===== src/bcc_pkg.sv =====
`timescale 1ns / 1ps
// ----------------------------------------------------------------------------
// bcc_pkg
// Shared types, constants and helpers for the BCD clock/calendar counter.
// ----------------------------------------------------------------------------
package bcc_pkg;

  localparam int PRESCALER_BITS_DEF = 24;
  localparam int TPS_W              = 24;
  localparam int ELAPSED_W          = 8;
  localparam int CFG_IDX_W          = 1;

  // configuration register indexes
  localparam logic [CFG_IDX_W-1:0] CFG_TICKS_PER_SECOND = 1'd0;
  localparam logic [CFG_IDX_W-1:0] CFG_CLOCK_ENABLE     = 1'd1;

  localparam logic [TPS_W-1:0] TPS_RESET = 24'd6144000;
  localparam logic             CLK_EN_RESET = 1'b1;

  // calendar limits
  localparam logic [7:0] BCD_LIMIT_SEXA  = 8'h59;
  localparam logic [7:0] BCD_LIMIT_HOUR  = 8'h23;
  localparam logic [7:0] BCD_LIMIT_MONTH = 8'h12;
  localparam logic [7:0] BCD_LIMIT_YEAR  = 8'h99;
  localparam logic [7:0] BCD_DAYS_31     = 8'h31;
  localparam logic [7:0] BCD_DAYS_30     = 8'h30;
  localparam logic [7:0] BCD_DAYS_29     = 8'h29;
  localparam logic [7:0] BCD_DAYS_28     = 8'h28;
  localparam logic [7:0] BCD_ONE         = 8'h01;
  localparam logic [2:0] WEEKDAY_LIMIT   = 3'd7;

  typedef struct packed {
    logic [7:0] sec;
    logic [7:0] min;
    logic [7:0] hour;
    logic [2:0] weekday;
    logic [7:0] day;
    logic [7:0] month;
    logic [7:0] year;
  } calendar_t;

  localparam calendar_t CAL_RESET = '{
    sec: 8'h00, min: 8'h00, hour: 8'h00, weekday: 3'd0,
    day: 8'h01, month: 8'h01, year: 8'h00
  };

  // add one with decimal adjust of the low digit, 8-bit wrapping
  function automatic logic [7:0] bcd_inc(input logic [7:0] v);
    logic [7:0] t;
    t = v + 8'd1;
    if (t[3:0] >= 4'ha) begin
      t = t + 8'd6;
    end
    return t;
  endfunction

endpackage


===== src/bcd_clock_calendar_counter_top.sv =====
`timescale 1ns / 1ps
// ----------------------------------------------------------------------------
// bcd_clock_calendar_counter_top
// Prescaled BCD real-time clock and calendar with request/result channels.
// ----------------------------------------------------------------------------
// Each request carries a count of elapsed clock cycles; the block adds it to a
// prescaler and, once ticks_per_second is reached, advances the BCD calendar
// by one second (when clock_enable is set). Every request yields exactly one
// result holding the tick flag and the full time and date after that request.
// A request is captured in an input register, processed by the prescaler and
// the calendar carry chain as it moves on, and lands in an output register:
// one request per cycle while the output register is free or draining.
// Only a stalled output slows intake.
// ----------------------------------------------------------------------------
module bcd_clock_calendar_counter_top #(
  parameter int PRESCALER_BITS = bcc_pkg::PRESCALER_BITS_DEF
) (
  input  logic                           clk,
  input  logic                           rst_n,
  input  logic                           in_valid,
  output logic                           in_ready,
  input  logic [bcc_pkg::ELAPSED_W-1:0]  in_elapsed_clocks,
  output logic                           out_valid,
  input  logic                           out_ready,
  output logic                           out_second_tick,
  output logic [7:0]                     out_seconds_bcd,
  output logic [7:0]                     out_minutes_bcd,
  output logic [7:0]                     out_hours_bcd,
  output logic [2:0]                     out_weekday_now,
  output logic [7:0]                     out_day_bcd,
  output logic [7:0]                     out_month_bcd,
  output logic [7:0]                     out_year_bcd,
  input  logic                           cfg_we,
  input  logic [bcc_pkg::CFG_IDX_W-1:0]  cfg_index,
  input  logic [bcc_pkg::TPS_W-1:0]      cfg_wdata
);

  logic [bcc_pkg::TPS_W-1:0]     tps_r;
  logic                          clk_en_r;
  logic                          req_valid_r;
  logic [bcc_pkg::ELAPSED_W-1:0] req_elapsed_r;
  logic                          out_valid_r;
  logic                          out_tick_r;
  bcc_pkg::calendar_t            out_cal_r;
  logic                          advance;
  logic                          tick;
  bcc_pkg::calendar_t            cal_after;

  // the held request moves on when the output register is free or draining
  assign advance  = req_valid_r && (!out_valid_r || out_ready);
  assign in_ready = !req_valid_r || advance;

  always_ff @(posedge clk) begin
    if (!rst_n) begin
      tps_r    <= bcc_pkg::TPS_RESET;
      clk_en_r <= bcc_pkg::CLK_EN_RESET;
    end else if (cfg_we) begin
      case (cfg_index)
        bcc_pkg::CFG_TICKS_PER_SECOND: begin
          tps_r <= cfg_wdata;
        end
        bcc_pkg::CFG_CLOCK_ENABLE: begin
          clk_en_r <= cfg_wdata[0];
        end
        default: begin
        end
      endcase
    end
  end

  bcc_prescaler #(
    .PRESCALER_BITS (PRESCALER_BITS)
  ) u_prescaler (
    .clk              (clk),
    .rst_n            (rst_n),
    .advance          (advance),
    .elapsed          (req_elapsed_r),
    .ticks_per_second (tps_r),
    .tick             (tick)
  );

  bcc_calendar u_calendar (
    .clk        (clk),
    .rst_n      (rst_n),
    .advance    (advance),
    .add_second (tick && clk_en_r),
    .cal_after  (cal_after)
  );

  always_ff @(posedge clk) begin
    if (!rst_n) begin
      req_valid_r <= 1'b0;
      out_valid_r <= 1'b0;
    end else begin
      if (in_ready) begin
        req_valid_r <= in_valid;
      end
      if (advance) begin
        out_valid_r <= 1'b1;
      end else if (out_ready) begin
        out_valid_r <= 1'b0;
      end
    end
  end

  always_ff @(posedge clk) begin
    if (in_valid && in_ready) begin
      req_elapsed_r <= in_elapsed_clocks;
    end
    if (advance) begin
      out_tick_r <= tick;
      out_cal_r  <= cal_after;
    end
  end

  assign out_valid       = out_valid_r;
  assign out_second_tick = out_tick_r;
  assign out_seconds_bcd = out_cal_r.sec;
  assign out_minutes_bcd = out_cal_r.min;
  assign out_hours_bcd   = out_cal_r.hour;
  assign out_weekday_now = out_cal_r.weekday;
  assign out_day_bcd     = out_cal_r.day;
  assign out_month_bcd   = out_cal_r.month;
  assign out_year_bcd    = out_cal_r.year;

endmodule


===== src/bcc_prescaler.sv =====
`timescale 1ns / 1ps
// ----------------------------------------------------------------------------
// bcc_prescaler
// Accumulates elapsed clock cycles and flags each completed second.
// ----------------------------------------------------------------------------
module bcc_prescaler #(
  parameter int PRESCALER_BITS = bcc_pkg::PRESCALER_BITS_DEF
) (
  input  logic                         clk,
  input  logic                         rst_n,
  input  logic                         advance,
  input  logic [bcc_pkg::ELAPSED_W-1:0] elapsed,
  input  logic [bcc_pkg::TPS_W-1:0]    ticks_per_second,
  output logic                         tick
);

  localparam int SUM_W = PRESCALER_BITS + 1;
  localparam int CMP_W = (SUM_W > bcc_pkg::TPS_W) ? SUM_W : bcc_pkg::TPS_W;

  logic [PRESCALER_BITS-1:0] prescaler_r;
  logic [PRESCALER_BITS-1:0] prescaler_nxt;
  logic [CMP_W-1:0]          sum;
  logic [CMP_W-1:0]          tps_ext;
  logic [CMP_W-1:0]          diff;

  always_comb begin
    sum     = CMP_W'(prescaler_r) + CMP_W'(elapsed);
    tps_ext = CMP_W'(ticks_per_second);
    diff    = sum - tps_ext;
    tick    = (sum >= tps_ext);
    // compare and subtract on the full sum, then wrap
    prescaler_nxt = tick ? diff[PRESCALER_BITS-1:0] : sum[PRESCALER_BITS-1:0];
  end

  always_ff @(posedge clk) begin
    if (!rst_n) begin
      prescaler_r <= '0;
    end else if (advance) begin
      prescaler_r <= prescaler_nxt;
    end
  end

endmodule


===== src/bcc_calendar.sv =====
`timescale 1ns / 1ps
// ----------------------------------------------------------------------------
// bcc_calendar
// BCD time and date registers with a one-second carry chain.
// ----------------------------------------------------------------------------
module bcc_calendar (
  input  logic               clk,
  input  logic               rst_n,
  input  logic               advance,
  input  logic               add_second,
  output bcc_pkg::calendar_t cal_after
);

  bcc_pkg::calendar_t cal_r;
  bcc_pkg::calendar_t cal_nxt;

  logic [8:0] sec_step;
  logic [8:0] min_step;
  logic [7:0] hour_inc;
  logic [2:0] wd_inc;
  logic [7:0] day_inc;
  logic [7:0] month_inc;
  logic [7:0] year_inc;
  logic [7:0] month_len;
  logic [1:0] leap_mod;

  // seconds/minutes: compare only when the low digit rolled past nine
  // bit 8 flags the wrap to zero that carries into the next stage
  function automatic logic [8:0] sexa_step(input logic [7:0] v);
    logic [7:0] t;
    logic [7:0] u;
    t = v + 8'd1;
    u = t + 8'd6;
    if (t[3:0] <= 4'd9) begin
      return {1'b0, t};
    end else if (u <= bcc_pkg::BCD_LIMIT_SEXA) begin
      return {1'b0, u};
    end else begin
      return {1'b1, 8'h00};
    end
  endfunction

  always_comb begin
    // year as tens*10+units, mod 4 == (2*tens + units) mod 4
    leap_mod = {cal_r.year[4], 1'b0} + cal_r.year[1:0];
    case (cal_r.month)
      8'h02: begin
        month_len = (leap_mod == 2'd0) ? bcc_pkg::BCD_DAYS_29 : bcc_pkg::BCD_DAYS_28;
      end
      8'h04, 8'h06, 8'h09, 8'h11: begin
        month_len = bcc_pkg::BCD_DAYS_30;
      end
      default: begin
        month_len = bcc_pkg::BCD_DAYS_31;
      end
    endcase
  end

  always_comb begin
    sec_step  = sexa_step(cal_r.sec);
    min_step  = sexa_step(cal_r.min);
    hour_inc  = bcc_pkg::bcd_inc(cal_r.hour);
    wd_inc    = cal_r.weekday + 3'd1;
    day_inc   = bcc_pkg::bcd_inc(cal_r.day);
    month_inc = bcc_pkg::bcd_inc(cal_r.month);
    year_inc  = bcc_pkg::bcd_inc(cal_r.year);

    cal_nxt     = cal_r;
    cal_nxt.sec = sec_step[7:0];
    if (sec_step[8]) begin
      // seconds wrapped, carry into minutes
      cal_nxt.min = min_step[7:0];
      if (min_step[8]) begin
        if (hour_inc <= bcc_pkg::BCD_LIMIT_HOUR) begin
          cal_nxt.hour = hour_inc;
        end else begin
          cal_nxt.hour    = 8'h00;
          cal_nxt.weekday = (wd_inc >= bcc_pkg::WEEKDAY_LIMIT) ? 3'd0 : wd_inc;
          if (day_inc <= month_len) begin
            cal_nxt.day = day_inc;
          end else begin
            cal_nxt.day = bcc_pkg::BCD_ONE;
            if (month_inc <= bcc_pkg::BCD_LIMIT_MONTH) begin
              cal_nxt.month = month_inc;
            end else begin
              cal_nxt.month = bcc_pkg::BCD_ONE;
              cal_nxt.year  = (year_inc <= bcc_pkg::BCD_LIMIT_YEAR) ? year_inc : 8'h00;
            end
          end
        end
      end
    end
  end

  assign cal_after = add_second ? cal_nxt : cal_r;

  always_ff @(posedge clk) begin
    if (!rst_n) begin
      cal_r <= bcc_pkg::CAL_RESET;
    end else if (advance) begin
      cal_r <= cal_after;
    end
  end

endmodule


===== config.mk =====
export PLATFORM = sky130hd
export DESIGN_NAME = bcd_clock_calendar_counter_top
export DESIGN_NICKNAME = d
export VERILOG_FILES = /design/src/bcc_pkg.sv /design/src/bcd_clock_calendar_counter_top.sv /design/src/bcc_prescaler.sv /design/src/bcc_calendar.sv
export SDC_FILE = /design/constraint.sdc
export NUM_CORES = 1
export LEC_CHECK = 0
export BUFFER_PORTS_ARGS = -buffer_cell sky130_fd_sc_hd__buf_2
export CAP_MARGIN = 20
export CORE_AREA = 4 4 132 185
export CTS_BUF_LIST = sky130_fd_sc_hd__clkbuf_8
export DETAILED_ROUTE_END_ITERATION = 10
export DIE_AREA = 0 0 136 189
export PLACE_DENSITY = 0.69
export SLEW_MARGIN = 10
export SYNTH_ARGS = -nofsm -noshare
export SYNTH_HDL_FRONTEND = slang
export SYNTH_SLANG_ARGS = --single-unit

===== constraint.sdc =====
create_clock -name clk -period 7.61 [get_ports clk]
set_input_delay 0.3805 -clock clk [delete_from_list [all_inputs] [get_ports clk]]
set_output_delay 0.3805 -clock clk [all_outputs]
set_load 0.005 [all_outputs]

### Word-level counts from Yosys, hierarchy flattened

Cells that the tools add are included.
Widths: inputs -> output; s select.

| storage, ports and cells | value |
|---|---|
| word-level logic and storage cells | 93 |
| output and inout port bits | 54 |
| input bits | 38 |
| register bits | 162 |

| cells by class | value |
|---|---|
| bitwise gates (word level) | 1 |
| add/sub/neg operators | 16 |
| eq/ne operators | 5 |
| mux-type cells | 24 |
| reduce and logical (&&, ||, !) cells | 12 |
| magnitude comparators | 14 |

Operator list:

| cell | number |
|---|---|
| $mux 8 | 9 |
| $mux 51 | 1 |
| $add 8x1->8 const B | 6 |
| $add 8x3->8 const B | 6 |
| $mux 43 | 1 |
| $mux 9 | 4 |
| $mux 35 | 1 |
| $mux 27 | 1 |
| $add 24x8->25 | 1 |
| $ge 25x24->1 | 1 |
| $mux 24 | 1 |
| $sub 24x24->24 | 1 |
| $eq 8x3->1 const B | 2 |
| $ge 4x4->1 const B | 4 |
| $le 8x7->1 const B | 2 |
| $mux 16 | 1 |
| $pmux 8 s2 | 1 |
| $eq 8x2->1 const B | 1 |
| $eq 8x4->1 const B | 1 |
| $eq 8x5->1 const B | 1 |
| $le 4x4->1 const B | 2 |
| $le 8x5->1 const B | 1 |
| $le 8x6->1 const B | 1 |
| $le 8x8->1 | 1 |
| 14 further kinds | 21 |

### Longest topological paths before layout

| depth | value |
|---|---|
| depth in word-level cells | 11 |
| gate-level depth with buffers | 23 |
| gate-level depth less buffers | 21 |

### Cells and area by module

From an unflattened synthesis, not the netlist that was laid out.

| unflattened totals | value |
|---|---|
| cells, all modules | 1374 |
| area, all modules | 11522.3 sq um |

By module, submodules not included:

| module | times used | area an instance (sq um) | sequential area each (sq um) | cells an instance |
|---|---|---|---|---|
| bcc_calendar | 1 | 5586.6 | 1021.0 | 773 |
| bcc_prescaler | 1 | 3006.6 | 480.5 | 421 |
| bcd_clock_calendar_counter_top | 1 | 2929.1 | 2342.2 | 180 |

### Worst setup path after synthesis

Ideal clock, no wire load.

| timing path | value |
|---|---|
| kind | register to register |
| start point | register req_elapsed_r[0] (netlist bit) |
| end point | register out_cal_r, in the netlist out_year_bcd[0], data pin |
| slack | 2661 ps |
| cell stages (with the launch flop) | 23 |
| data arrival time | 4689 ps |
| library setup time | 260 ps |
| data required time | 7350 ps |
| clock period less this slack | 4949 ps |
| buffers on the path | 1 |
| path through | edfxtp_1 -> ha_1 -> inv_1 -> fa_1 -> nor2b_1 -> o2111a_1 -> a211oi_1 -> o2bb2ai_1 -> clkbuf_1 -> nor2_1 -> nand3_1 -> xnor2_1 -> ha_1 -> nand4_1 -> nor3_2 -> nand2_1 -> a211o_1 -> o211ai_1 -> nor2_2 -> inv_2 -> nand2_1 -> nor4b_4 -> mux2_2 |

RTL lines:

| element | RTL line | RTL |
|---|---|---|
| start: declaration | bcd_clock_calendar_counter_top.sv:41 | `logic [bcc_pkg::ELAPSED_W-1:0] req_elapsed_r;` |
| start signal: assignment | bcd_clock_calendar_counter_top.sv:108 | `req_elapsed_r <= in_elapsed_clocks;` |
| end signal: assignment | bcd_clock_calendar_counter_top.sv:112 | `out_cal_r <= cal_after;` |
| end: declaration | bcd_clock_calendar_counter_top.sv:44 | `bcc_pkg::calendar_t out_cal_r;` |

### Worst setup path in the final report

| timing path | value |
|---|---|
| start point | register u_prescaler.prescaler_r[0] |
| end point | register u_calendar.cal_r[8] (netlist bit) |

| on the way | value |
|---|---|
| longest elaborated chain between the ends | 4 |

RTL lines:

| element | RTL line | RTL |
|---|---|---|
| start: declaration | bcc_prescaler.sv:20 | `logic [PRESCALER_BITS-1:0] prescaler_r;` |
| start signal: assignment | bcc_prescaler.sv:39 | `prescaler_r <= prescaler_nxt;` |
| $add 24x8->25 | bcc_prescaler.sv:27 | `sum = CMP_W'(prescaler_r) + CMP_W'(elapsed);` |
| $ge 25x24->1 | bcc_prescaler.sv:30 | `tick = (sum >= tps_ext);` |
| $logic_and 1x1->1 | bcd_clock_calendar_counter_top.sv:86 | `.add_second (tick && clk_en_r),` |
| $mux 51 | bcc_calendar.sv:95 | `assign cal_after = add_second ? cal_nxt : cal_r;` |
| end signal: assignment | bcc_calendar.sv:99 | `cal_r <= bcc_pkg::CAL_RESET;` |
| end signal: assignment | bcc_calendar.sv:101 | `cal_r <= cal_after;` |
| end: declaration | bcc_calendar.sv:14 | `bcc_pkg::calendar_t cal_r;` |

No other way between the ends.
A chain may end at the register's enable or synchronous reset.

==> out/results.txt <==
worst-path fanout max: 21
final WL: 27,100 µm
crit path kind: reg2reg
ranking of synthesized cells by area: dfxtp_1 18%, edfxtp_1 16%, ha_1 6.9%
drt first-iter violations: 603
crit path buf inv count: 2
TritonCTS clock tree: done
top cells by count, synth: 162 x nand2_1, 102 x a21oi_1, 102 x dfxtp_1, 86 x nor2_1, 82 x o21ai_0
die height: 189 µm
cts repair resizes: 0
post-synthesis sequential area ratio: 34.3%
power per cell area: 158 mW/mm²
stages on the worst setup path: 21
r2r startpoint: u_prescaler.prescaler_r[0]
count of input and output buffers: 91
DP Worst Slack: 1.71 ns
Yosys warnings: 0
Period Utilization, post-route: 78.5%
Final ANT Viol Nets: 0
DRT Pass-1 Iters: 5
Netlist cell types: 94
hpwl dp: 19,700 µm
RSZ-0062 raised after global routing: no
Core ar.: 0.0229 mm²
via count: 9,778
Total Power: 1.93 mW
crit path launch: u_prescaler.prescaler_r[0]
Final setup viols: 0
delay-heaviest family, CP: simple AND/OR/NAND/NOR gates
Reg2Reg Depth: 21
Critical Path, Cell by Cell: ha_1, inv_1, fa_1, nor2b_1, o2111a_1, a211oi_1, o2bb2ai_1, buf_4, nor2_1, nand3_1, xnor2_1, ha_1, nand4_1, nor3_2, nand2_1, a211o_1, o211ai_1, o2111a_2, nand4b_1, or4_1, a21o_1
Final Hold Fails: 0
clk_lat worst skew: 0.49 ns
Synth Instances: 1,328
top_reg_cell synth: dfxtp_1
CTS max path bufs: 2
Final WS setup: 1.64 ns
Crit path required time: 8.00 ns
critical path's slowest cell: or4_1
CP endpoint kind: flip-flop
H-tree levels: 4
initial antenna violation count: 1
vias in the first global route: 9,415
Diodes inserted: 0
R2R Setup Slk: 1.64 ns
Fin Setup TNS: 0 ns
Area Growth Syn to Fin: 8.69%
Post-synth EDFFs: 60
synthesized area per cell: 8.43 µm²
Layout Skew: 0.0192 ns
Max rail drop VDD: 0.000114 V
post-cts hold buffer count: 0
outcome: completed
# DRC: 0
Global Route Usage Sum: 21.1%
Die W: 136 µm
leakage: 4.72 nW
crit path launch type: flip-flop
min Tclk post-route: 5.97 ns
FMAX: 167 MHz
max incr delay on CP: 0.70 ns
mapped cell area: 0.0112 mm²
number of I/O pins: 92
initial core utilization: 49.0%
register bit total from synthesis: 162
critical path capture point: u_calendar.cal_r[8]
vias per cell: 5.79
first-pass GRT wire length: 44,400 µm
max-cap viol count: 0
relative slew slack: 38.5%
most frequent CP cell: ha_1
GRT Residual Overflow: 0
Rows: 66
CTS Sinks: 162
share of cells above drive strength 1: 13.9%
Pins Over Slew Limit: 0
top-count cell post-synth: nand2_1
CTS clk-pin slew, worst paths: 0.10 ns
Yosys top cell area share: 18.2%
Post-CTS Setup Repair Bufs: 0
Placer Congestion: 0.915
nets@finish: 1,473
Async SR Flop Fraction: 0%
CTS root buf: clkbuf_8
Reg2Reg Capture Point: u_calendar.cal_r[8]
Worst EP arrival: 6.36 ns
CTS Buf Count: 17
HP Class: in2reg
Die Footprint: 0.0257 mm²
Tightest Pin Transition: 0.919 ns
WL/cell: 16.1 µm
Syn Nets: 1,430
Synth area leader: dfxtp_1
largest net degree at the start of global routing: 64
-- where the power goes --
part / switching (mW) / total, mW / internal [mW]
Sequential: 0.0162 / 0.943 / 0.927
Clock: 0.360 / 0.661 / 0.300
Combinational: 0.190 / 0.321 / 0.132
-- layout make-up --
cell class | count | area (µm²)
Tap cell | 306 | 383
Multi-Input combinational cell | 1023 | 6770
Timing Repair Buffer | 100 | 523
Sequential cell | 162 | 3840
Clock buffer | 17 | 234
Inverter | 67 | 253
Clock inverter | 15 | 170
Fill cell | 2195 | 10700
-- logic make-up after synthesis --
kind of cell / synth area share, %
and+or+nand+nor: 21.5
AOI/OAI and AO/OA: 20.3
DFF: 34.3
buffers and inverters: 5.33
xor gates and xnor gates: 7.01
adders and majority gates: 7.28
muxes: 4.17
-- state kept, by name (all words and copies together), names as in the netlist --
register / flops
u_calendar.cal_r: 51
u_prescaler.prescaler_r: 24
out_hours_bcd: 8
out_seconds_bcd: 8
req_elapsed_r: 8
out_year_bcd: 8
clk_en_r: 1
out_weekday_now: 3
out_minutes_bcd: 8
out_month_bcd: 8
out_valid: 1
tps_r: 24
out_day_bcd: 8
out_second_tick: 1
req_valid_r: 1
-- metal layers --
layer / vias up / part of all wire, % / GRT usage [%]
li1: 4864 / - / -
met4: 2 / 2.8 / 9.39
met1: 4613 / 41 / 24.5
met2: 242 / 52 / 37.6
met5: - / 0.026 / 0
met3: 57 / 4.2 / 3.62
-- how the worst min path moves through the flow --
stage | start | endpoint | slack, ns | cells past startpoint
floorplan | u_prescaler.prescaler_r[0] | u_prescaler.prescaler_r[0] | 0.44 | 2
detailed placement | tps_r[8] | tps_r[8] | 0.45 | 2
finish | in_elapsed_clocks[7] | req_elapsed_r[7] | 0.07 | 1
global placement | u_prescaler.prescaler_r[2] | u_prescaler.prescaler_r[2] | 0.44 | 2
CTS | in_elapsed_clocks[7] | req_elapsed_r[7] | 0.04 | 1
global route | in_elapsed_clocks[4] | req_elapsed_r[4] | 0.05 | 1
-- layout by cell type (no fill, tap or decap), types with 17 or more instances in the layout --
master	instances
o21a_1	19
nand3_1	52
nor3_1	25
dfxtp_1	102
nand2_1	162
mux2_2	29
a21oi_1	102
and3_1	26
nor2_1	86
buf_2	91
xnor2_1	52
inv_1	65
ha_1	62
o21ai_0	82
edfxtp_1	60
and2_1	24
o211ai_1	19
xor2_1	32
clkbuf_8	17
-- stage by stage --
| step | hold slack [ns] | instances | util [%] | area (µm²) |
|---|---|---|---|---|
| floorplan | 0.436 | 1328 | - | 11200 |
| global placement | 0.444 | 1658 | 51.4 | 11800 |
| detailed placement | 0.450 | 1658 | 51.4 | 11800 |
| CTS | 0.0354 | 1690 | 53.2 | 12200 |
| global route | 0.0494 | 1690 | 53.2 | 12200 |
| finish | 0.0689 | 1690 | 53.2 | 12200 |
Note: power is estimated with default switching activity, not from simulation.
